<file path="config.mk">
export PLATFORM = sky130hd
export DESIGN_NAME = lnf_ram
export DESIGN_NICKNAME = d
export VERILOG_FILES = /design/src/design/lnf_ram.sv
export SDC_FILE = /design/constraint.sdc
export NUM_CORES = 1
export LEC_CHECK = 0
export ABC_AREA = 1
export ABC_CLOCK_PERIOD_IN_PS = 3550
export BUFFER_PORTS_ARGS = -buffer_cell sky130_fd_sc_hd__buf_4
export CAP_MARGIN = 25
export CELL_PAD_IN_SITES_DETAIL_PLACEMENT = 1
export CELL_PAD_IN_SITES_GLOBAL_PLACEMENT = 2
export CORE_UTILIZATION = 25
export DETAILED_ROUTE_END_ITERATION = 8
export PLACE_DENSITY = 0.54
export SLEW_MARGIN = 20
export SYNTH_ARGS = -nofsm -noshare
export SYNTH_HDL_FRONTEND = slang
export SYNTH_SLANG_ARGS = --single-unit
</file>
<file path="constraint.sdc">
create_clock -name clk -period 3.55 [get_ports clk]
set_input_delay 0.355 -clock clk [delete_from_list [all_inputs] [get_ports clk]]
set_output_delay 0.355 -clock clk [all_outputs]
set_load 0.02 [all_outputs]
</file>
<file path="src/design/lnf_ram.sv">
`timescale 1ns / 1ps
// ----------------------------------------------------------------------------
// lnf_ram
// Generic single-port-write, single-port-read RAM with registered read data.
// ----------------------------------------------------------------------------
module lnf_ram #(
  parameter int Width = 16,
  parameter int Depth = 64
) (
  input  logic                     clk,
  input  logic                     wr_en,
  input  logic [$clog2(Depth)-1:0] wr_addr,
  input  logic [Width-1:0]         wr_data,
  input  logic [$clog2(Depth)-1:0] rd_addr,
  output logic [Width-1:0]         rd_data
);

  logic [Width-1:0] mem [Depth];

  // Write port and registered read port.
  always_ff @(posedge clk) begin
    if (wr_en) begin
      mem[wr_addr] <= wr_data;
    end
    rd_data <= mem[rd_addr];
  end

endmodule

</file>
==> impl_summary.log <==
[metrics] run status: finished, final reports clean
[metrics] clock latency on the worst-skew pair: 0.77 ns
[metrics] register area share after synthesis: about 74%
[metrics] final non-filler cell area: a little under 0.05 mm2
[metrics] fraction of layout instances using a drive strength above 1: between 10 and 15%
[metrics] synth-to-layout area growth: 16.8%
[metrics] H-tree level count: 3
[metrics] average wire length per cell after detail routing: between 20 and 25 um
[metrics] Avg Inst Size Synth: between 10 and 15 um2
[metrics] Synth Instances: between 3000 and 4000
[metrics] source of the critical timing path: rd_addr[1]
[metrics] R2R cell count: 8
[metrics] first-pass detailed-route iteration total: 7
[metrics] cell area power density: around 560 mW/mm2
[metrics] HPWL after DPL: roughly 81 mm
[metrics] launching element type of the critical path: input port
[metrics] per-cell via count in the routed design: between 4 and 5
[metrics] biggest area contributors in the synthesized netlist: sky130_fd_sc_hd__edfxtp_1 73%, sky130_fd_sc_hd__nand2_1 12%, sky130_fd_sc_hd__nand3_1 10%, sky130_fd_sc_hd__buf_2 1.3%, sky130_fd_sc_hd__buf_6 1.3%
[metrics] final number of hold-violating endpoints: 0
[metrics] Yosys warning total: 0
[metrics] Ports: 46
[metrics] via count of the first global-routing pass: approximately 28000
[metrics] worst hold stages: 1
[metrics] final net count: roughly 3600
[metrics] number of buffers inserted by port buffering: 45
[metrics] setup slack on the worst flop-to-flop path: 1.91 ns
[metrics] max-slew violations: 0
[metrics] number of buffers on the longest clock path: 3
[metrics] global-route wire length before repair: roughly 210 mm
[metrics] end-of-flow core utilization: just under 30%
[metrics] maximum number of pins on one net before global-route repair: 104
[metrics] Setup TNS Final: 0 ns
[metrics] standard cell core area: roughly 0.17 mm2
[metrics] worst flop-to-flop path endpoint: rd_data[2]
[metrics] total global routing track utilization: approximately 17%
[metrics] Final Hold Slack: between 0.2 and 0.25 ns
[metrics] Synth top area share: 73.0%
[metrics] Post-DRT Antenna Nets: 0
[metrics] CTS tree: yes
[metrics] slew at the pin with the worst max-slew slack: between 1 and 1.5 ns
[metrics] initial core utilization: roughly a quarter
[metrics] number of maximum-capacitance violations: 0
[metrics] critical path data required time: ~4.2 ns
[metrics] Final GP Congestion: between 0.7 and 0.8
[metrics] startpoint of the worst-slack reg-to-reg timing path: mem[18][2]
[metrics] Lkg Pwr: between 15 and 20 nW
[metrics] setup repair after global routing missed its margin: false
[metrics] Mapped Nets: about 3500
[metrics] sum of overflow across all layers after global routing: 0
[metrics] combined area of all synthesized cells: between 0.04 and 0.05 mm2
[metrics] Worst Path Arrival: 2.83 ns
[metrics] number of buffers added by the clock tree synthesis step: 120
[metrics] Max Fclk: around 450 MHz
[metrics] type of the worst setup path: in -> reg
[metrics] crit path to: rd_data[11]
[metrics] Yosys reg bits: 1040
[metrics] First DRT Iteration DRCs: between 1500 and 2000
[metrics] buffers inserted by post-CTS timing repair: 0
[metrics] Total Routed Length: roughly 150 mm
[metrics] post-route fraction of the period consumed by the critical path: 62.1%
[metrics] initial antenna violation count: 10
[metrics] Final Total Pwr: about 28 mW
[metrics] number of endpoints failing setup at the final stage: 0
[metrics] Unique masters post-synth: 16
[metrics] kind of end point of the critical path: flip-flop
[metrics] Crit Path Max Fanout: 38
[metrics] Placed Instance Area: 0.0453 mm2
[metrics] Min Clock Period, post-route: 2.21 ns
[metrics] row count: 150
[metrics] clock input transition at the sequential cells of the worst setup and hold paths: around 0.060 ns
[metrics] root buffer cell: sky130_fd_sc_hd__clkbuf_16
[metrics] TritonCTS Sinks: 1040
[metrics] skew final: approximately 0.031 ns
[metrics] DRC violation count after routing: 0
[metrics] die width: about 410 um
[metrics] die span in y: approximately 410 um
[metrics] largest area contributor in the netlist: sky130_fd_sc_hd__edfxtp_1
[metrics] via count: around 27000
[metrics] area of the die: about 0.17 mm2
[metrics] maximum resistive drop on vdd: 0.392 mV
[metrics] max-slew headroom at the worst pin: approximately 31%
[metrics] kind of path behind the tightest hold check: in -> reg
-- through the flow --
step	setup slack (ns)	instances
3_5_place_dp	0.585	5678
5_1_grt	1.29	5900
2_1_floorplan	0.641	3517
4_1_cts	1.41	5900
3_3_place_gp	0.583	5678
6_report	1.34	5905
-- cells in the mapped netlist --
cell type and number:
sky130_fd_sc_hd__inv_8 1, sky130_fd_sc_hd__nor2_1 56, sky130_fd_sc_hd__buf_4 19, sky130_fd_sc_hd__buf_1 17, sky130_fd_sc_hd__nand4_1 9, sky130_fd_sc_hd__nor4_1 8
sky130_fd_sc_hd__buf_8 1, sky130_fd_sc_hd__edfxtp_1 1024, sky130_fd_sc_hd__buf_6 49, sky130_fd_sc_hd__inv_1 9, sky130_fd_sc_hd__nand3_1 871, sky130_fd_sc_hd__nand2_1 1296
sky130_fd_sc_hd__inv_2 2, sky130_fd_sc_hd__buf_2 113, sky130_fd_sc_hd__clkbuf_1 26, sky130_fd_sc_hd__dfxtp_1 16
-- worst max-delay path: stages --
cell	delay (ns)
sky130_fd_sc_hd__buf_8	0.19
sky130_fd_sc_hd__inv_8	0.42
sky130_fd_sc_hd__buf_12	0.27
sky130_fd_sc_hd__buf_4	0.36
sky130_fd_sc_hd__nand3_1	0.12
sky130_fd_sc_hd__nand3_1	0.11
sky130_fd_sc_hd__nand2_1	0.08
sky130_fd_sc_hd__nand2_1	0.14
sky130_fd_sc_hd__nand3_1	0.19
sky130_fd_sc_hd__nand3_1	0.31
sky130_fd_sc_hd__nand2_1	0.11
-- what timing repair did --
action,4_1_cts,5_1_grt
gates resized for setup,0,0
hold buffers,1,0
hold endpoints to repair,1,0
setup endpoints to repair,0,0
-- area by class of cell --
| type | instances | area, um2 |
|---|---|---|
| sequential | 1040 | 31100 |
| inverter | 12 | 83.8 |
| tap | 2204 | 2760 |
| timing repair buffer | 183 | 1720 |
| multi-input combinational | 2240 | 9710 |
| clock inverter | 69 | 628 |
| clock buffer | 152 | 3180 |
| fill | 18100 | 118000 |
| antenna | 5 | 12.5 |
-- metal layers --
metal | part of all wire [%] | vias up | global-route usage [%] | wire (um)
met5 | 0.0089 | - | 0 | 13
met4 | 2.7 | 2 | 4.68 | 3880
met3 | 3.8 | 211 | 2.50 | 5490
met2 | 46 | 458 | 27.6 | 67800
met1 | 47 | 14100 | 24.0 | 68900
li1 | - | 12600 | - | -
-- power breakdown --
group	total [mW]	leakage (nW)	internal [mW]	switching, mW
Clock	12.1	1.87	6.91	5.23
Combinational	1.83	6.07	0.433	1.39
Sequential	13.7	9.35	13.6	0.0671
-- cells in the final DEF, fill, tap and decap left out, drive strengths merged --
cell	Yosys	routed
buf	199	182
bufinv	0	8
clkbuf	26	152
clkinv	0	57
clkinvlp	0	1
dfxtp	16	16
diode	0	5
dlygate4sd3	0	1
edfxtp	1024	1024
inv	12	15
nand2	1296	1296
nand3	871	871
nand4	9	9
nor2	56	56
nor4	8	8
-- logic make-up (layout without fill, tap and decap cells) --
kind of cell	after synthesis	in the layout	synth area share [%]
buffers and inverters	237	416	3.54
other	0	5	0
and+or+nand+nor	2240	2240	22.7
DFF	1040	1040	73.8
-- how the worst min path moves through the flow --
stage / startpoint / endpoint / slack (ns)
after floorplan: wr_data[0] / mem[0][0] / 0.45
after global placement: mem[44][15] / rd_data[15] / 0.77
after detailed placement: mem[44][1] / rd_data[1] / 0.79
after CTS: rd_addr[4] / rd_data[8] / 0.14
after global routing: rd_addr[4] / rd_data[8] / 0.19
final: wr_data[8] / mem[17][8] / 0.21
-- sequential cells by signal, indices dropped and copies added (netlist names) --
signal and cells:
mem 1024, rd_data 16
Note: power is estimated with default switching activity, not from simulation.
