**src/design/lnf_divider.sv**
```systemverilog
`timescale 1ns / 1ps
// ----------------------------------------------------------------------------
// lnf_divider
// Restoring unsigned divider, one quotient bit per cycle.
// ----------------------------------------------------------------------------
module lnf_divider #(
  parameter int NumW = 49,
  parameter int DenW = 32
) (
  input  logic            clk,
  input  logic            rst,
  input  logic            start,
  input  logic [NumW-1:0] num,
  input  logic [DenW-1:0] den,
  output logic            done,
  output logic [NumW-1:0] quo
);

  localparam int CntW = $clog2(NumW + 1);

  logic [NumW-1:0] shreg;
  logic [DenW:0]   rem;
  logic [DenW-1:0] dreg;
  logic [CntW-1:0] cnt;
  logic            busy;
  logic [DenW:0]   trial;
  logic [DenW:0]   diff;

  // One shift-subtract step.
  always_comb begin
    trial = {rem[DenW-1:0], shreg[NumW-1]};
    diff  = trial - {1'b0, dreg};
  end

  always_ff @(posedge clk) begin
    if (rst) begin
      busy <= 1'b0;
      done <= 1'b0;
    end else begin
      done <= 1'b0;
      if (start) begin
        busy  <= 1'b1;
        shreg <= num;
        dreg  <= den;
        rem   <= '0;
        cnt   <= CntW'(NumW);
      end else if (busy) begin
        if (!diff[DenW]) begin
          rem   <= diff;
          shreg <= {shreg[NumW-2:0], 1'b1};
        end else begin
          rem   <= trial;
          shreg <= {shreg[NumW-2:0], 1'b0};
        end
        cnt <= cnt - 1'b1;
        if (cnt == CntW'(1)) begin
          busy <= 1'b0;
          done <= 1'b1;
        end
      end
    end
  end

  assign quo = shreg;

endmodule

```
**config.mk**
```make
export PLATFORM = sky130hd
export DESIGN_NAME = lnf_divider
export DESIGN_NICKNAME = d
export VERILOG_FILES = /design/src/design/lnf_divider.sv
export SDC_FILE = /design/constraint.sdc
export NUM_CORES = 1
export LEC_CHECK = 0
export BUFFER_PORTS_ARGS = -buffer_cell sky130_fd_sc_hd__buf_4
export CAP_MARGIN = 40
export CORE_MARGIN = 5
export CORE_UTILIZATION = 60
export DETAILED_ROUTE_END_ITERATION = 10
export GPL_ROUTABILITY_DRIVEN = 0
export PLACE_DENSITY = 0.86
export RECOVER_POWER = 25
export SYNTH_ARGS = -nofsm -noshare
export SYNTH_HDL_FRONTEND = slang
export SYNTH_SLANG_ARGS = --single-unit
```
**constraint.sdc**
```tcl
create_clock -name clk -period 18.45 [get_ports clk]
set_input_delay 4.6125 -clock clk [delete_from_list [all_inputs] [get_ports clk]]
set_output_delay 4.6125 -clock clk [all_outputs]
set_load 0.05 [all_outputs]
```
==> results.md, run 1 <==
* Outcome: finished with violations
* Violated checks: capacitance limit, slew limit
* Die Span X at 115 um
* Mapped cell area at 0.00663 mm^2
* Antenna diodes at 0
* Async set-or-reset flop fraction in the synthesized netlist at 0%
* Vias in the first global route at 5317
* Clock power share at 37.4%
* Nets at 820
* Worst vdd ir at 0.0840 mV
* Worst-path maximum fanout at 53
* Clock Root Buffer: clkbuf_8
* Post-synthesis cell count at 562
* I/O pin total at 134
* EDFF count, synth at 119
* CP top delay family: buffers and inverters
* Register bit count reported by yosys at 121
* Met1 Wirelength at 6.27 mm
* Cell with the largest stage delay on the worst path: clkbuf_1
* Critical path's largest stage delay at 1.21 ns
* Worst Clk Skew at 0.00992 ns
* Clk buf depth at 2
* Synthesis Warnings at 0
* Gate power share at 23.3%
* Critical Path Sink Type: flop
* Post-route antenna net violation count at 0
* Routed vias/inst at 5.90
* Wire length on met3 at 1.67 mm
* Hold_sp: busy$_SDFF_PP0_
* Synth unique cells at 58
* Post-synthesis net count at 681
* Fin. max-slew vios at 32
* Worst Hold Depth at 1
* Pwr dens at 104 mW/mm^2
* CTS sink count at 121
* Hold buffers post-CTS at 0
* Cells on worst reg2reg path at 13
* Cell Chain, Critical Path: clkbuf_1 -> nor2_1 -> nor2_1 -> buf_4
* Switching share of power at 30.4%
* Initial antenna violation count at 0
* First-pass DRT Iterations at 5
* Cell Area, Placed at 0.00778 mm^2
* Setup CP Type: in2reg
* Worst Tran Pin Value at 1.72 ns
* Crit path required time at 18.61 ns
* # port buffers at 133
* Final Setup Violations at 0
* Place WS at 12.05 ns
* Global-route wire length before repair at 26.3 mm
* Leak Pwr at 3.42 nW
* Routed WL at 16.1 mm
* Die Height at 115 um
* Total negative slack at 0 ns
* WL met2 at 7.84 mm
* Worst relative slew slack at -14.5%
* Internal Power at 0.607 mW
* Pin count of the biggest net entering global routing at 56
* Clock-pin slew of the registers on the worst-case setup and hold paths at 0.06 ns
* H-tree depth at 4
* Clk_lat worst skew at 0.53 ns
* RSZ-0062 raised after global routing: false
* Syn Area/Cell at 11.8 um^2
* Die ar. at 0.0133 mm^2
* CTS tree: done
* Hold Fails Final Rpt at 0
* Fin crit share at 39.5%
* DR DRC count at 0
* Share of cells above drive strength 1 at 32.5%
* Crit start category: primary input
* Final Worst Setup Slack at 11.17 ns
* Cts repair resizes at 0
* Most used cell, CP: nor2_1
* Initial detailed-routing violation count at 269
* Post-CTS repair timing setup buffer count at 0
* HP Class: reg2reg
* GRT overflow at 0
* Area Growth Syn to Fin at 25.9%
* WP buf/inv at 2
* Critical path arrival at 7.45 ns
* Drt wl/cell at 18.9 um
* Top sig layer: met4
* FF-to-FF End: rem[7]$_SDFFCE_PP0P_
* # fillers at 660
* Worst R2R Setup Slack at 14.61 ns
* Cell area after layout at 0.00835 mm^2
* Main flop type after synthesis: edfxtp_1
* Dpl hpwl at 11.1 mm
* Initial Util at 61.2%
* MaxCap Viol Count at 1
* Tmin final at 7.28 ns
* Routed vias at 5039
* All-layer global routing usage at 25.6%
* Flop pwr share at 39.2%
* Max Clk Rate at 137 MHz
* Core area at 0.0108 mm^2
* Worst Setup SP: start
* Hold Path End: done$_SDFF_PP0_
* CTS Buf Count at 17
* Row count at 38
* Reg2reg start: quo[48]$_DFFE_PP_
* Sequential area share after synthesis at 54.5%
* Switch Pwr at 0.265 mW
## stage by stage
stage / hold WS, ns / utilization, % / instances / total power, mW
2_1_floorplan: 0.466 / - / 562 / 0.493
3_3_place_gp: 0.480 / 71.5 / 820 / 0.535
3_5_place_dp: 0.479 / 71.8 / 822 / 0.546
4_1_cts: 0.487 / 77.1 / 854 / 0.875
5_1_grt: 0.507 / 77.0 / 854 / 0.910
6_report: 0.488 / 77.0 / 854 / 0.872
## Yosys cell counts (all sizes together), types with 2 or more instances
cell,n,area share [%]
edfxtp,119,54
a21oi,58,4.5
nand2,57,3.2
mux2,49,8.3
inv,41,2.3
nor2,35,2.0
ha,34,6.4
xnor2,20,2.6
o21ai,18,1.5
a211oi,12,1.4
buf,10,0.96
o21a,10,1.1
clkbuf,9,0.51
nand3,9,0.68
nor3,7,0.53
a21o,6,0.68
and3,5,0.47
nor2b,5,0.51
or3,5,0.47
and4,4,0.53
xor2,4,0.53
a31oi,3,0.28
nand4,3,0.28
o211ai,3,0.41
a2111oi,2,0.55
a21boi,2,0.23
a221oi,2,0.26
and2,2,0.19
dfxtp,2,0.60
nand2b,2,0.19
nor4,2,0.19
o2111a,2,0.34
o211a,2,0.53
o31ai,2,0.43
o41ai,2,0.26
or4,2,0.23
## routing by layer
layer / vias up / track usage, %
met1: 2396 / 29.9
met3: 40 / 11.4
met2: 242 / 41.7
li1: 2361 / -
met5: - / 0
met4: 0 / 9.55
## final cells by class
type	count	area, um^2	area share (%)
Tap cell	140	175	2.10
Clock inverter	15	164	1.96
Clock buffer	17	414	4.96
Inverter	41	154	1.84
Timing Repair Buffer	139	1060	12.7
Multi-Input combinational cell	381	2770	33.2
Sequential cell	121	3610	43.3
## power groups by stage
stage	Sequential, mW	Combinational, mW	Clock [mW]
after floorplan	0.369	0.124	0
after global placement	0.346	0.190	0
after detailed placement	0.347	0.199	0
after CTS	0.342	0.203	0.330
after global routing	0.344	0.223	0.344
final	0.342	0.204	0.326
## how the worst max path moves through the flow
stage / endpoint / slack, ns / cells after the start
after floorplan: cnt[0]$_SDFFCE_PP1P_ / 8.97 / 4
after global placement: quo[11]$_DFFE_PP_ / 11.50 / 4
after detailed placement: quo[12]$_DFFE_PP_ / 12.05 / 4
after CTS: quo[46] / 12.59 / 1
after global routing: quo[13]$_DFFE_PP_ / 11.02 / 4
final: quo[12]$_DFFE_PP_ / 11.17 / 4
## flip-flops by register name, indices dropped and copies added (netlist names)
| signal | count |
|---|---|
| cnt | 6 |
| dreg | 32 |
| rem | 32 |
| done | 1 |
| quo | 49 |
| busy | 1 |
## kinds of logic (layout without fill, tap and decap cells)
| family | Yosys count | in the layout | share of synthesized area, % |
|---|---|---|---|
| and+or+nand+nor | 142 | 142 | 10.0 |
| AOI/OAI and AO/OA | 131 | 131 | 13.5 |
| DFF | 121 | 121 | 54.5 |
| buffers and inverters | 60 | 212 | 3.79 |
| muxes | 49 | 49 | 8.32 |
| adders and majority gates | 35 | 35 | 6.71 |
| xor gates and xnor gates | 24 | 24 | 3.17 |
## cells in the final DEF (no fill, tap or decap), types with 3 or more instances in the layout
| master | count |
|---|---|
| a211oi_1 | 11 |
| a21o_1 | 6 |
| a21oi_1 | 56 |
| a31oi_1 | 3 |
| and3_1 | 5 |
| and4_1 | 4 |
| buf_4 | 104 |
| clkbuf_16 | 16 |
| clkbuf_4 | 32 |
| edfxtp_1 | 119 |
| ha_1 | 34 |
| inv_1 | 41 |
| inv_6 | 7 |
| mux2_2 | 49 |
| nand2_1 | 57 |
| nand3_1 | 9 |
| nand4_1 | 3 |
| nor2_1 | 34 |
| nor2b_1 | 4 |
| nor3_1 | 7 |
| o21a_1 | 10 |
| o21ai_0 | 17 |
| or3_1 | 5 |
| xnor2_1 | 20 |
| xor2_1 | 4 |
Power figures use the tool's default switching activity.
==> run 2: changes to the inputs <==
--- a/config.mk
+++ b/config.mk
@@ -8,10 +8,10 @@
 export BUFFER_PORTS_ARGS = -buffer_cell sky130_fd_sc_hd__buf_4
 export CAP_MARGIN = 40
 export CORE_MARGIN = 5
-export CORE_UTILIZATION = 60
+export CORE_UTILIZATION = 56
 export DETAILED_ROUTE_END_ITERATION = 10
 export GPL_ROUTABILITY_DRIVEN = 0
-export PLACE_DENSITY = 0.86
+export PLACE_DENSITY = 0.81
 export RECOVER_POWER = 25
 export SYNTH_ARGS = -nofsm -noshare
 export SYNTH_HDL_FRONTEND = slang
==> constraint.sdc (replaced) <==
create_clock -name clk -period 7.6 [get_ports clk]
set_input_delay 1.9 -clock clk [delete_from_list [all_inputs] [get_ports clk]]
set_output_delay 1.9 -clock clk [all_outputs]
set_load 0.05 [all_outputs]
==> run 2 against run 1 <==
Compared with the run above:
- the flow still finishes with violations (capacitance limit, slew limit)
- clock power grew to 2.7 times the previous value
- clock skew is 0.0014 ns lower
- first-iteration DRC count is 6.3% higher
- flip-flop and latch count did not move
- critical endpoint is now quo[26]$_DFFE_PP_
- critical path depth decreased by 1
- cell area grew 0.61%
- total power grew to 2.5 times the previous value
- sequential share of layout area is 0.26 points lower
- largest power group is now clock
- utilization down 4.1 points
- largest cell class unchanged
==> results.md, run 2 (synthesized netlist as in run 1, its figures left out) <==
* Initial detailed-routing violation count at 286 (was 269)
* HP Class: reg2reg (unchanged)
* Outcome: finished with violations (unchanged)
* Crit start category: primary input (unchanged)
* Flop pwr share at 37.6% (was 39.2%)
* CTS Buf Count at 17 (unchanged)
* Most used cell, CP: clkbuf_1 (was nor2_1)
* Hold Path End: done$_SDFF_PP0_ (unchanged)
* Pwr dens at 263 mW/mm^2 (was 104 mW/mm^2)
* Initial antenna violation count at 0 (unchanged)
* Fin. max-slew vios at 94 (was 32)
* All-layer global routing usage at 22.6% (was 25.6%)
* CTS tree: done (unchanged)
* Max reg flops at 49 (unchanged)
* Fin crit share at 71.7%
* Place WS at 3.59 ns (was 12.05 ns)
* # port buffers at 133 (unchanged)
* Worst Clk Skew at 0.00855 ns (was 0.00992 ns)
* Max Clk Rate at 184 MHz
* Hold Fails Final Rpt at 0 (unchanged)
* First-pass DRT Iterations at 4 (was 5)
* GRT overflow at 0 (unchanged)
* Dpl hpwl at 11.0 mm (was 11.1 mm)
* Critical path's largest stage delay at 2.28 ns (was 1.21 ns)
* Critical Path Sink Type: flop (unchanged)
* Global-route wire length before repair at 25.1 mm (was 26.3 mm)
* Hold_sp: busy$_SDFF_PP0_ (unchanged)
* FF-to-FF End: rem[30]$_SDFFCE_PP0P_ (was rem[7]$_SDFFCE_PP0P_)
* Initial Util at 57.6% (was 61.2%)
* Clk buf depth at 2 (unchanged)
* Nets at 820 (unchanged)
* RSZ-0062 raised after global routing: false (unchanged)
* Final Setup Violations at 0 (unchanged)
* Commonest cells after routing, fill and taps aside: edfxtp_1, buf_4, nand2_1 (unchanged)
* Worst R2R Setup Slack at 3.66 ns (was 14.61 ns)
* H-tree depth at 4 (unchanged)
* Tot Pwr at 2.21 mW (was 0.872 mW)
* Row count at 39 (was 38)
* Clock power share at 40.4% (was 37.4%)
* Die Span X at 119 um (was 115 um)
* Die Height at 119 um (was 115 um)
* Worst Hold Margin at 0.501 ns (was 0.488 ns)
* Share of cells above drive strength 1 at 31.8% (was 32.5%)
* Post-Route Utilization at 73.0% (was 77.0%)
* Hold buffers post-CTS at 0 (unchanged)
* Tmin final at 5.45 ns
* Core area at 0.0115 mm^2 (was 0.0108 mm^2)
* Critical path arrival at 5.61 ns (was 7.45 ns)
* Die ar. at 0.0141 mm^2 (was 0.0133 mm^2)
* Worst relative slew slack at -108% (was -14.5%)
* Cell with the largest stage delay on the worst path: clkbuf_1 (unchanged)
* Post-CTS repair timing setup buffer count at 0 (unchanged)
* Cells on worst reg2reg path at 13 (unchanged)
* Reg2reg start: quo[48]$_DFFE_PP_ (unchanged)
* I/O pin total at 134 (unchanged)
* Commonest non-fill, non-tap cell in the layout: edfxtp_1 (unchanged)
* Routed vias/inst at 5.74 (was 5.90)
* Worst Hold Depth at 1 (unchanged)
* Switch Pwr at 0.625 mW (was 0.265 mW)
* Post-route antenna net violation count at 0 (unchanged)
* Clock-pin slew of the registers on the worst-case setup and hold paths at 0.06 ns (about the same)
* Violated checks: capacitance limit, slew limit (unchanged)
* Area Growth Syn to Fin at 26.7% (was 25.9%)
* Worst Tran Pin Value at 3.11 ns (was 1.72 ns)
* Clock Root Buffer: clkbuf_16 (was clkbuf_8)
* Crit path required time at 7.76 ns (was 18.61 ns)
* Cell Chain, Critical Path: clkbuf_1 -> clkbuf_1 -> mux2_2 (was clkbuf_1 -> nor2_1 -> nor2_1 -> buf_4)
* Total negative slack at 0 ns (unchanged)
* MaxCap Viol Count at 2 (was 1)
* Antenna diodes at 0 (unchanged)
* Worst-path maximum fanout at 63 (was 53)
* Switching share of power at 28.3% (was 30.4%)
* Vias in the first global route at 5133 (was 5317)
* Clk_lat worst skew at 0.42 ns (was 0.53 ns)
* Internal Power at 1.59 mW (was 0.607 mW)
* DR DRC count at 0 (unchanged)
* Routed WL at 15.6 mm (was 16.1 mm)
* Drt wl/cell at 18.2 um (was 18.9 um)
* Leak Pwr at 3.44 nW (was 3.42 nW)
* Gate power share at 22.0% (was 23.3%)
* CTS sink count at 121 (unchanged)
* Routed vias at 4922 (was 5039)
* Final Worst Setup Slack at 2.15 ns (was 11.17 ns)
* Setup CP Type: in2reg (unchanged)
* Worst vdd ir at 0.231 mV (was 0.0840 mV)
* Cts repair resizes at 0 (unchanged)
* Worst Setup SP: start (unchanged)
* Pin count of the biggest net entering global routing at 64 (was 56)
-- run 2: cell types whose count changed in the layout (fill, tap and decap cells not counted), sizes merged --
| cell | change |
|---|---|
| bufinv | +3 |
| buf | -3 |
| clkinv | +1 |
| inv | -4 |
| clkinvlp | -1 |
| clkbuf | +4 |
-- run 2: worst max-delay path: cells and delay by family --
family / cells / cell delay [ns]
multiplexers: 1 / 0.50
buffers and inverters: 2 / 3.18
-- run 2: area by class of cell --
type                       instances  area (um^2)
multi-input combinational        381         2770
clock buffer                      18          429
tap                              143          179
sequential                       121         3610
fill                             786         3110
clock inverter                    14          220
inverter                          41          154
timing repair buffer             139         1040
-- run 2: power groups by stage --
stage,logic [mW],registers [mW],clock network [mW]
finish,0.487,0.831,0.893
detailed placement,0.483,0.842,0
global placement,0.465,0.842,0
floorplan,0.301,0.896,0
global route,0.534,0.836,0.935
CTS,0.488,0.830,0.905
-- run 2: metal layers --
| metal | global-route usage, % | share of wire [%] | vias up |
|---|---|---|---|
| met5 | 0 | 0 | - |
| met4 | 10.9 | 2.6 | 0 |
| met3 | 9.19 | 9.1 | 28 |
| met2 | 35.4 | 46 | 184 |
| met1 | 27.1 | 42 | 2343 |
| li1 | - | - | 2367 |
-- run 2: per-stage QoR --
stage	instance area (um^2)	std cells
after CTS	8440	857
after floorplan	6630	562
final	8400	857
after detailed placement	7790	825
after global routing	8400	857
after global placement	7750	823
-- run 2: how the worst max path moves through the flow --
stage / to / cells past startpoint
2_1_floorplan: cnt[0]$_SDFFCE_PP1P_ / 4
6_report: quo[26]$_DFFE_PP_ / 3
5_1_grt: rem[19]$_SDFFCE_PP0P_ / 4
3_3_place_gp: quo[9]$_DFFE_PP_ / 4
3_5_place_dp: dreg[31]$_DFFE_PP_ / 4
4_1_cts: rem[30]$_SDFFCE_PP0P_ / 13
