## config.mk

```make
export PLATFORM = sky130hd
export DESIGN_NAME = lnf_sqrt
export DESIGN_NICKNAME = d
export VERILOG_FILES = /design/src/design/lnf_sqrt.sv
export SDC_FILE = /design/constraint.sdc
export NUM_CORES = 1
export LEC_CHECK = 0
export BUFFER_PORTS_ARGS = -buffer_cell sky130_fd_sc_hd__buf_2
export CORE_ASPECT_RATIO = 1.1
export CORE_MARGIN = 5
export CORE_UTILIZATION = 35
export CTS_CLUSTER_DIAMETER = 30
export DETAILED_ROUTE_END_ITERATION = 8
export PLACE_DENSITY = 0.53
export SLEW_MARGIN = 10
export SYNTH_ARGS = -nofsm -noshare
export SYNTH_HDL_FRONTEND = slang
export SYNTH_SLANG_ARGS = --single-unit
```

## constraint.sdc

```tcl
create_clock -name clk -period 10.39 [get_ports clk]
set_input_delay 1.5585 -clock clk [delete_from_list [all_inputs] [get_ports clk]]
set_output_delay 1.5585 -clock clk [all_outputs]
set_load 0.02 [all_outputs]
```

## src/design/lnf_sqrt.sv

```systemverilog
`timescale 1ns / 1ps
// ----------------------------------------------------------------------------
// lnf_sqrt
// Integer square root, one result bit per cycle.
// ----------------------------------------------------------------------------
module lnf_sqrt (
  input  logic        clk,
  input  logic        rst,
  input  logic        start,
  input  logic [49:0] arg,
  output logic        done,
  output logic [24:0] root
);

  logic [49:0] rad;
  logic [26:0] rem;
  logic [24:0] res;
  logic [4:0]  cnt;
  logic        busy;
  logic [26:0] trial;
  logic [26:0] cand;

  // Each step brings down two radicand bits and tries res*4+1.
  always_comb begin
    trial = {rem[24:0], rad[49:48]};
    cand  = trial - {res, 2'b01};
  end

  always_ff @(posedge clk) begin
    if (rst) begin
      busy <= 1'b0;
      done <= 1'b0;
    end else begin
      done <= 1'b0;
      if (start) begin
        busy <= 1'b1;
        rad  <= arg;
        rem  <= '0;
        res  <= '0;
        cnt  <= 5'd25;
      end else if (busy) begin
        rad <= {rad[47:0], 2'b00};
        if (!cand[26]) begin
          rem <= cand;
          res <= {res[23:0], 1'b1};
        end else begin
          rem <= trial;
          res <= {res[23:0], 1'b0};
        end
        cnt <= cnt - 1'b1;
        if (cnt == 5'd1) begin
          busy <= 1'b0;
          done <= 1'b1;
        end
      end
    end
  end

  assign root = res;

endmodule

```

==> impl_metrics.ini, run 1 <==
[run_status]
status = finished, final reports clean

[synthesis]
syn_area_per_cell_um2 = 12.47
synth-seq-cells = 107
netlist.top_cell.by_area = edfxtp_1
syn-num-nets = 537
ys_seq_area_share_pct = 56.03
syn_area_um2 = 5699
yosysWarnings = 0
synth-edff-count = 105
synthTopCellsByArea = edfxtp_1, mux2_2, ha_1, nor2_1, mux2i_1
synth_most_common_cell = edfxtp_1
synth_cells = 457
ys_top_cells_by_count = edfxtp_1, nor2_1, mux2_2
async_reset_ff_share_pct = 0
synth_top_cell_area_share_pct = 55.32
netlist-cell-type-count = 47
ys.flop_type = edfxtp_1

[layout]
final_core_util_pct = 40.58
stdcell_area_um2 = 6568
diodes = 0
post_route_cells_drive_above_1_share_pct = 28.76
layout.nets = 614
fillers = 1618
syn_to_final_growth_pct = 15.24
stdcell_count = 743

[clock_network]
postCtsSetupRepairBufs = 0
cts_root_buf = clkbuf_16
htree_num_levels = 3
clock_sinks = 107
cts_tree = yes
hold_buffers = 0
cts_buffers = 9
insertion_delay_ns = 0.34
clockBufferDepth = 2
path_clk_slew_ns = 0.07
ctsResizeCount = 0

[critical_path]
crit_path_end_kind = flop
reg2reg_slack_ns = 6.91
worst_setup_path_start_kind = input pin
worstPathArrival_ns = 3.59
worstPathCellList = buf_4, nor2_1, nor2_4, buf_4
cpMostUsedCell = buf_4
critical_path_class = in2reg
crit_required_ns = 10.36
critPathBufInv = 2
rr_startpoint = rem[13]
critPathMaxStageDelay_ns = 0.83
worstRegToRegCells = 11
reg2reg_to = rem[15]
path_delay_family = buffers and inverters
cp_max_fo = 72
slowest_stage = buf_4

[global_route]
grt_max_degree = 88
antenna_found_initial = 1
grt_overflow_total = 0
grt_pass1_wl_um = 18370
grt_pass1_vias = 3887
grt_use_total_pct = 11.80

[timing]
worst_slew_pin_slew_ns = 0.9767
finalClockSkew_ns = 0.005767
rsz0062_at_grt = no
fin_setup_tns_ns = 0
fmax_mhz = 276.1
final.min_clock_period_ns = 3.622
fin_hold_ws_ns = 0.5458
finalCritPeriodShare_pct = 34.86
report.final.setup_viol = 0
finalMaxSlewViolations = 0
final_hold_viol_count = 0
fin_ws_ns = 6.768
slew_headroom_pct = 34.89

[floorplanning]
dieHeight_um = 143.8
dieArea_um2 = 18940
start_util_pct = 35.21
coreArea_um2 = 16190
fp-row-count = 49
pin_count = 79
dieWidth_um = 131.7

[detailed_routing]
wl_per_cell_um = 14.51
vias_per_cell = 4.908
drc = 0
firstDrtPassIters = 4
first_iter_violations = 149
num_vias = 3647
drt_wl_total_um = 10780
postRouteAntennaNets = 0

[worst_hold_path]
hp-class = reg2reg
min_to = done
min_from = busy
hold_depth = 1

[place]
dp_hpwl_um = 7627
place_ws_ns = 6.315
gp_congestion = 0.7706
placed_area_um2 = 6299
dpl.cell_count = 727
port-buffer-count = 78

[power_and_ir_drop]
peakVddDrop_mv = 0.07524
p_total_mw = 1.110
power.leakage_nw = 2.591
power.density_nw_per_um2 = 169.1

[run]
drv_cap = 0
cell families (layout without fill, tap and decap cells):
group	after synthesis	in the layout	synth area share, %
adder cells (fa/ha/maj)	27	27	5.927
multiplexers	65	65	12.47
XOR/XNOR	24	24	3.688
AO/OA/AOI/OAI	77	77	9.748
AND/OR/NAND/NOR	110	110	8.650
buffers and inverters	47	129	3.491
flip-flops	107	107	56.03
final cells by class:
class / count / area (µm²) / share of cell area (%)
timing repair buffer: 81 / 415.4 / 6.325
tap: 204 / 255.2 / 3.886
inverter: 32 / 120.1 / 1.829
multi-input combinational: 303 / 2315 / 35.24
clock buffer: 9 / 225.2 / 3.429
sequential: 107 / 3193 / 48.62
clock inverter: 7 / 43.79 / 0.6668
placed cells by master (no fill, tap or decap), types with 3 or more instances in the layout:
cell,n
a211oi_1,5
clkinv_1,3
inv_1,32
o21a_1,5
xor2_1,7
a211oi_2,4
nand3_1,10
edfxtp_1,105
nand2_1,13
clkbuf_16,9
buf_2,77
or3_1,3
mux2_2,48
ha_1,27
buf_4,4
and2_1,3
a21oi_1,20
nor3_1,4
a21o_1,5
mux2i_1,17
nand2b_1,8
nor2_1,61
o21ai_0,15
xnor2_1,17
routing by layer:
layer | wire length, µm | global-route usage, % | vias to the layer above | share of wire (%)
met5 | 20 | 0 | - | 0.19
met4 | 157 | 3.682 | 2 | 1.5
met3 | 652 | 4.097 | 14 | 6.0
met2 | 5153 | 19.87 | 68 | 48
met1 | 4794 | 14.35 | 1738 | 44
li1 | - | - | 1825 | -
registers in the layout, summed over array words and instances (netlist names):
signal / count
rad: 50
busy: 1
done: 1
cnt: 5
root: 25
rem: 25
report_power, final:
group          internal [mW]  switching (mW)  total, mW
registers              0.520          0.0134      0.533
clock network          0.162           0.153      0.315
logic                  0.117           0.146      0.263
total                  0.798           0.312       1.11
how the worst max path moves through the flow:
stage | endpoint | slack [ns] | cells after the start | from
floorplan | cnt[0] | 3.23 | 4 | start
global placement | rad[12] | 6.33 | 4 | start
detailed placement | rad[12] | 6.31 | 4 | start
CTS | root[6] | 6.70 | 4 | start
global route | root[7] | 6.55 | 4 | start
finish | rem[7] | 6.77 | 4 | start
No activity file was read; power rests on OpenSTA's default activity.
==> inputs of run 2 (changes only) <==
--- a/config.mk
+++ b/config.mk
@@ -5,13 +5,14 @@
 export SDC_FILE = /design/constraint.sdc
 export NUM_CORES = 1
 export LEC_CHECK = 0
+export ABC_AREA = 1
 export BUFFER_PORTS_ARGS = -buffer_cell sky130_fd_sc_hd__buf_2
 export CORE_ASPECT_RATIO = 1.1
 export CORE_MARGIN = 5
 export CORE_UTILIZATION = 35
 export CTS_CLUSTER_DIAMETER = 30
 export DETAILED_ROUTE_END_ITERATION = 8
-export PLACE_DENSITY = 0.53
+export PLACE_DENSITY = 0.55
 export SLEW_MARGIN = 10
 export SYNTH_ARGS = -nofsm -noshare
 export SYNTH_HDL_FRONTEND = slang
==> constraint.sdc (replaced) <==
create_clock -name clk -period 3.3 [get_ports clk]
set_input_delay 0.495 -clock clk [delete_from_list [all_inputs] [get_ports clk]]
set_output_delay 0.495 -clock clk [all_outputs]
set_load 0.02 [all_outputs]
==> run 2 against run 1 <==
Net effect:
- power increased to 3.4 times the previous value
- highest routed layer is now met4
- register-to-register slack got worse by 6.3 ns
- count of clock-buffer cells in the layout unchanged
- critical path depth increased by 7
- worst setup slack got worse by 6.1 ns
- area after synthesis increased by 14%
- combinational power increased to 3.7 times the previous value
- utilization decreased by 0.19 points
- sequential cell count unchanged
- critical endpoint is now rem[14]
- clock skew increased by 0.0031 ns
- sequential power increased to 3.1 times the previous value
- wire length increased by 38%
==> impl_metrics.ini, run 2 <==
[layout]
layout_commonest_cell = nand2_1
final-seq-area_um2 = 3193
layout_common_cells = nand2_1, inv_1, edfxtp_1
final_core_util_pct = 40.38
layout.nets = 985
diodes = 0
fillers = 1910
largest_register_ffs = 50
syn_to_final_growth_pct = 14.10
multiInputGateArea_um2 = 2713
stdcell_count = 1153
post_route_cells_drive_above_1_share_pct = 12.53
top_register = rad

[detailed_routing]
vias_per_cell = 4.528
wl_met3_um = 572
drc = 0
postRouteAntennaNets = 0
top_layer = met4
wl_per_cell_um = 12.93
firstDrtPassIters = 5
num_vias = 5221
first_iter_violations = 263
met1Wirelength_um = 6879
drt_wl_total_um = 14910
route.met2.wl_um = 7219

[synthesis]
synth-edff-count = 105
syn-num-nets = 915
netlist.top_cell.by_area = edfxtp_1
synth-seq-cells = 107
syn_area_um2 = 6471
ys_seq_area_share_pct = 49.34
syn_area_per_cell_um2 = 7.750
synthTopCellsByArea = edfxtp_1, nand2_1, inv_1, nor2_1, ha_1
ys.flop_type = edfxtp_1
netlist-cell-type-count = 29
synth_most_common_cell = nand2_1
ys_top_cells_by_count = nand2_1, inv_1, edfxtp_1
yosysWarnings = 0
async_reset_ff_share_pct = 0
synth_cells = 835
synth_top_cell_area_share_pct = 48.72

[critical_path]
slowest_stage = nand3_2
cp_max_fo = 24
worstPathArrival_ns = 2.86
critical_path_class = reg2reg
worstRegToRegCells = 11
worstPathCellList = inv_1, ha_1, nand2_2, inv_1, a21oi_1, nand3_1, nand2_2, nand3_2, nand3_1, nand2_1, nor2_1
rr_startpoint = root[6]
reg2reg_slack_ns = 0.64
crit_required_ns = 3.51
reg2reg_to = rem[14]
worst_setup_path_start_kind = flop
crit_path_end_kind = flop
critPathMaxStageDelay_ns = 0.49

[run]
drv_cap = 0

[power_and_ir_drop]
power.leakage_nw = 3.709
power.density_nw_per_um2 = 505.3
peakVddDrop_mv = 0.2549

[clock_network]
postCtsSetupRepairBufs = 0
htree_num_levels = 3
cts_tree = yes
clock_sinks = 107
insertion_delay_ns = 0.36
cts_root_buf = clkbuf_16
ctsResizeCount = 0
path_clk_slew_ns = 0.08
hold_buffers = 0
cts_buffers = 9
clockBufferDepth = 2

[timing]
worst_slew_pin_slew_ns = 0.8333
fin_setup_tns_ns = 0
fin_hold_ws_ns = 0.3550
report.final.setup_viol = 0
slew_headroom_pct = 44.45
rsz0062_at_grt = no
finalCritPeriodShare_pct = 80.57
finalClockSkew_ns = 0.008827
final_hold_viol_count = 0
final.min_clock_period_ns = 2.659
finalMaxSlewViolations = 0
fmax_mhz = 376.1

[worst_hold_path]
min_to = done
hp-class = in2reg
hold_depth = 2
min_from = rst

[run_status]
status = finished, final reports clean

[global_route]
grt_pass1_wl_um = 24340
grt_use_total_pct = 13.95
antenna_found_initial = 0
grt_max_degree = 82
grt_overflow_total = 0
grt_pass1_vias = 5100

[floorplanning]
dieArea_um2 = 21310
fp-row-count = 52
coreArea_um2 = 18280
dieHeight_um = 152.6
start_util_pct = 35.40
pin_count = 79
dieWidth_um = 139.6

[place]
gp_congestion = 0.9028
port-buffer-count = 78
dp_hpwl_um = 10480
dpl.cell_count = 1137
==> run 2: changes by cell type after synthesis, moves of 14 or more <==
cell / before / now
inv_1: 32 / 121
mux2_2: 48 / 0
mux2i_1: 17 / 0
nand2_1: 13 / 326
nand3_1: 10 / 53
nor2_1: 62 / 102
xnor2_1: 17 / 3
==> run 2: metrics by stage <==
stage	worst slack (ns)	area, µm²	power (mW)
6_report	0.6414	7383	3.731
5_1_grt	0.3700	7383	3.977
4_1_cts	0.5917	7383	3.789
3_5_place_dp	0.6261	7088	2.680
3_3_place_gp	0.6665	7088	2.675
2_1_floorplan	0.01044	6482	2.446
==> run 2: worst max path at each step <==
stage               cells past startpoint      end     from  slack, ns
floorplan                               4   cnt[0]    start       0.01
global placement                       11   rem[4]  root[6]       0.67
detailed placement                     11  rem[14]  root[6]       0.63
CTS                                    11  rem[14]  root[6]       0.59
global route                           11   rem[6]  root[6]       0.37
finish                                 11  rem[14]  root[6]       0.64
==> run 2: layout make-up <==
class	count	share of cell area, %
multi-input combinational	583	36.74
inverter	122	6.202
clock buffer	9	3.050
tap	243	4.118
sequential	107	43.25
clock inverter	7	0.9490
timing repair buffer	82	5.694
==> run 2: where the power goes <==
| part | switching (mW) | internal (mW) |
|---|---|---|
| Clock | 0.558 | 0.535 |
| Sequential | 0.0425 | 1.63 |
| Combinational | 0.642 | 0.322 |
| Total | 1.24 | 2.49 |
==> run 2: logic make-up after synthesis <==
family,Yosys count,synth area share [%]
AND/OR/NAND/NOR,510,31.96
XOR/XNOR,15,2.030
AO/OA/AOI/OAI,31,2.533
flip-flops,107,49.34
buffers and inverters,145,8.913
adder cells (fa/ha/maj),27,5.220
==> run 2: worst max-delay path, delay by kind of cell (launching register included) <==
family / cells / cell delay [ns]
AO/OA/AOI/OAI: 1 / 0.18
buffers and inverters: 2 / 0.17
flip-flops: 1 / 0.39
adder cells (fa/ha/maj): 1 / 0.28
AND/OR/NAND/NOR: 7 / 1.48
==> run 2: routing by layer <==
metal / global-route usage (%) / up-vias
met1: 17.87 / 2365
met5: 0 / -
met4: 4.661 / 0
met2: 23.98 / 85
met3: 2.323 / 13
li1: - / 2758
==> inputs of run 3 (changes only) <==
==> constraint.sdc (replaced) <==
create_clock -name clk -period 2.3 [get_ports clk]
set_input_delay 0.345 -clock clk [delete_from_list [all_inputs] [get_ports clk]]
set_output_delay 0.345 -clock clk [all_outputs]
set_load 0.02 [all_outputs]
==> run 3 against run 2 <==
Net effect:
- count of clock-buffer cells in the layout unchanged
- die area unchanged
- worst setup slack got worse by 0.55 ns
- worst hold slack got worse by 0.13 ns
- utilization increased by 4.4 points
- global-route usage increased by 0.86 points
- clock power increased by 40%
- power increased by 55%
- clock skew decreased by 0.0024 ns
- sequential cell count unchanged
- register-to-register slack got worse by 0.55 ns
- critical path type unchanged
- highest routed layer unchanged
==> impl_metrics.ini, run 3 (synthesis gave the netlist of run 2 again) <==
[clock_network]
clock_sinks = 107
path_clk_slew_ns = 0.07
clockBufferDepth = 2
cts_root_buf = clkbuf_16
insertion_delay_ns = 0.35
cts_tree = yes
cts_buffers = 9
htree_num_levels = 3

[critical_path]
path_delay_family = simple AND/OR/NAND/NOR gates
worstPathArrival_ns = 2.32
worstPathCellList = ha_4, nand2_2, nor2_2, nand2_1, nor2_2, nand2_4, buf_4, nand3_4, buf_4, nand2_8, nor2_1, nor2_2
crit_path_end_kind = flop
cp_max_fo = 13
rr_startpoint = rem[14]
critPathBufInv = 2
reg2reg_slack_ns = 0.09
slowest_stage = edfxtp_1
reg2reg_to = rem[12]
worstRegToRegCells = 12
crit_required_ns = 2.41
cpMostUsedCell = nor2_2
critical_path_class = reg2reg
worst_setup_path_start_kind = flop
critPathMaxStageDelay_ns = 0.45

[detailed_routing]
firstDrtPassIters = 6
drt_wl_total_um = 16220
vias_per_cell = 4.533
wl_per_cell_um = 13.60
drc = 0
postRouteAntennaNets = 0
first_iter_violations = 217
num_vias = 5408

[timing]
finalCritPeriodShare_pct = 96.18
slew_headroom_pct = 45.67
fmax_mhz = 452.0
final.min_clock_period_ns = 2.212
finalClockSkew_ns = 0.006412
fin_hold_ws_ns = 0.2228
final_hold_viol_count = 0
finalMaxSlewViolations = 0
fin_ws_ns = 0.08784
report.final.setup_viol = 0
worst_slew_pin_slew_ns = 0.8150
rsz0062_at_grt = yes

[worst_hold_path]
min_to = done
hp-class = in2reg
hold_depth = 2
min_from = rst

[floorplanning]
dieWidth_um = 139.6
fp-row-count = 52
dieHeight_um = 152.6
start_util_pct = 35.40
coreArea_um2 = 18280
pin_count = 79
dieArea_um2 = 21310

[run]
drv_cap = 0

[power_and_ir_drop]
peakVddDrop_mv = 0.4783
power.leakage_nw = 3.978
power.density_nw_per_um2 = 703.9

[layout]
largest_register_ffs = 50
syn_to_final_growth_pct = 26.57
diodes = 0
stdcell_count = 1193
layout_common_cells = nand2_1, inv_1, edfxtp_1
fillers = 1888
layout.nets = 1025
final_core_util_pct = 44.80
top_register = rad
post_route_cells_drive_above_1_share_pct = 22.74
layout_commonest_cell = nand2_1

[place]
dpl.cell_count = 1157
gp_congestion = 0.8710
place_ws_ns = -0.01529
dp_hpwl_um = 11180
port-buffer-count = 78

[global_route]
antenna_found_initial = 0
grt_pass1_wl_um = 26030
grt_pass1_vias = 5343
met3_usage_pct = 2.668
grt_use_total_pct = 14.81
grt_max_degree = 82
grt.met1_usage_pct = 19.40
busiest_layer = met2
grt_overflow_total = 0
grtUsageMet2_pct = 25.26

[run_status]
status = finished, final reports clean
-- run 3: changes by cell type in the layout (fill, tap and decap cells not counted), sizes merged --
cell / delta
nand2: +1
clkinvlp: +1
clkbuf: +2
buf: +37
inv: -1
-- run 3: per-stage QoR --
step	setup TNS [ns]	cell area, µm²	power (mW)
2_1_floorplan	-56.25	6516	3.515
3_3_place_gp	0	7291	3.946
3_5_place_dp	-0.01529	7291	3.952
4_1_cts	0	7595	5.518
5_1_grt	-0.05527	8190	6.146
6_report	0	8190	5.765
-- run 3: per-layer routing --
| metal | wire length (µm) | vias to the layer above |
|---|---|---|
| li1 | - | 2848 |
| met1 | 7517 | 2440 |
| met2 | 7794 | 96 |
| met3 | 520 | 24 |
| met4 | 387 | 0 |
| met5 | 0 | - |
-- run 3: report_power, final --
| part | internal [mW] | switching [mW] | total (mW) |
|---|---|---|---|
| sequential | 2.34 | 0.0804 | 2.42 |
| combinational | 0.741 | 1.08 | 1.82 |
| clock | 0.755 | 0.770 | 1.53 |
| total | 3.84 | 1.93 | 5.77 |
-- run 3: worst max-delay path by stage --
stage	from	to	slack, ns	cells past startpoint
2_1_floorplan	start	cnt[0]	-0.53	4
3_3_place_gp	root[15]	root[0]	0.03	12
3_5_place_dp	rem[15]	rem[21]	-0.02	13
4_1_cts	root[6]	rem[21]	0.004	12
5_1_grt	rem[5]	rem[16]	-0.02	12
6_report	rem[14]	rem[12]	0.09	12
-- run 3: area by class of cell --
| type | count | area [µm²] | share of cell area (%) |
|---|---|---|---|
| sequential | 107 | 3193 | 38.99 |
| tap | 243 | 304.0 | 3.712 |
| inverter | 122 | 460.4 | 5.622 |
| clock inverter | 7 | 62.56 | 0.7638 |
| timing repair buffer | 121 | 802.0 | 9.792 |
| multi-input combinational | 584 | 3143 | 38.37 |
| clock buffer | 9 | 225.2 | 2.750 |
-- run 3: timing repair --
| item | CTS | global route |
|---|---|---|
| cloned | 0 | 3 |
| pin swaps | 0 | 19 |
| hold buffers | 0 | 0 |
| endpoints found under the hold margin | 0 | 0 |
| resized for setup | 3 | 82 |
| endpoints found under the setup margin | 7 | 26 |
| buffers inserted | 0 | 17 |
-- run 3: worst reg2reg max path, stage by stage, from the launching register on --
cell      delay [ns]
edfxtp_1        0.45
ha_4            0.33
nand2_2         0.09
nor2_2          0.16
nand2_1         0.09
nor2_2          0.15
nand2_4         0.08
buf_4           0.14
nand3_4         0.06
buf_4           0.14
nand2_8         0.10
nor2_1          0.15
nor2_2          0.05
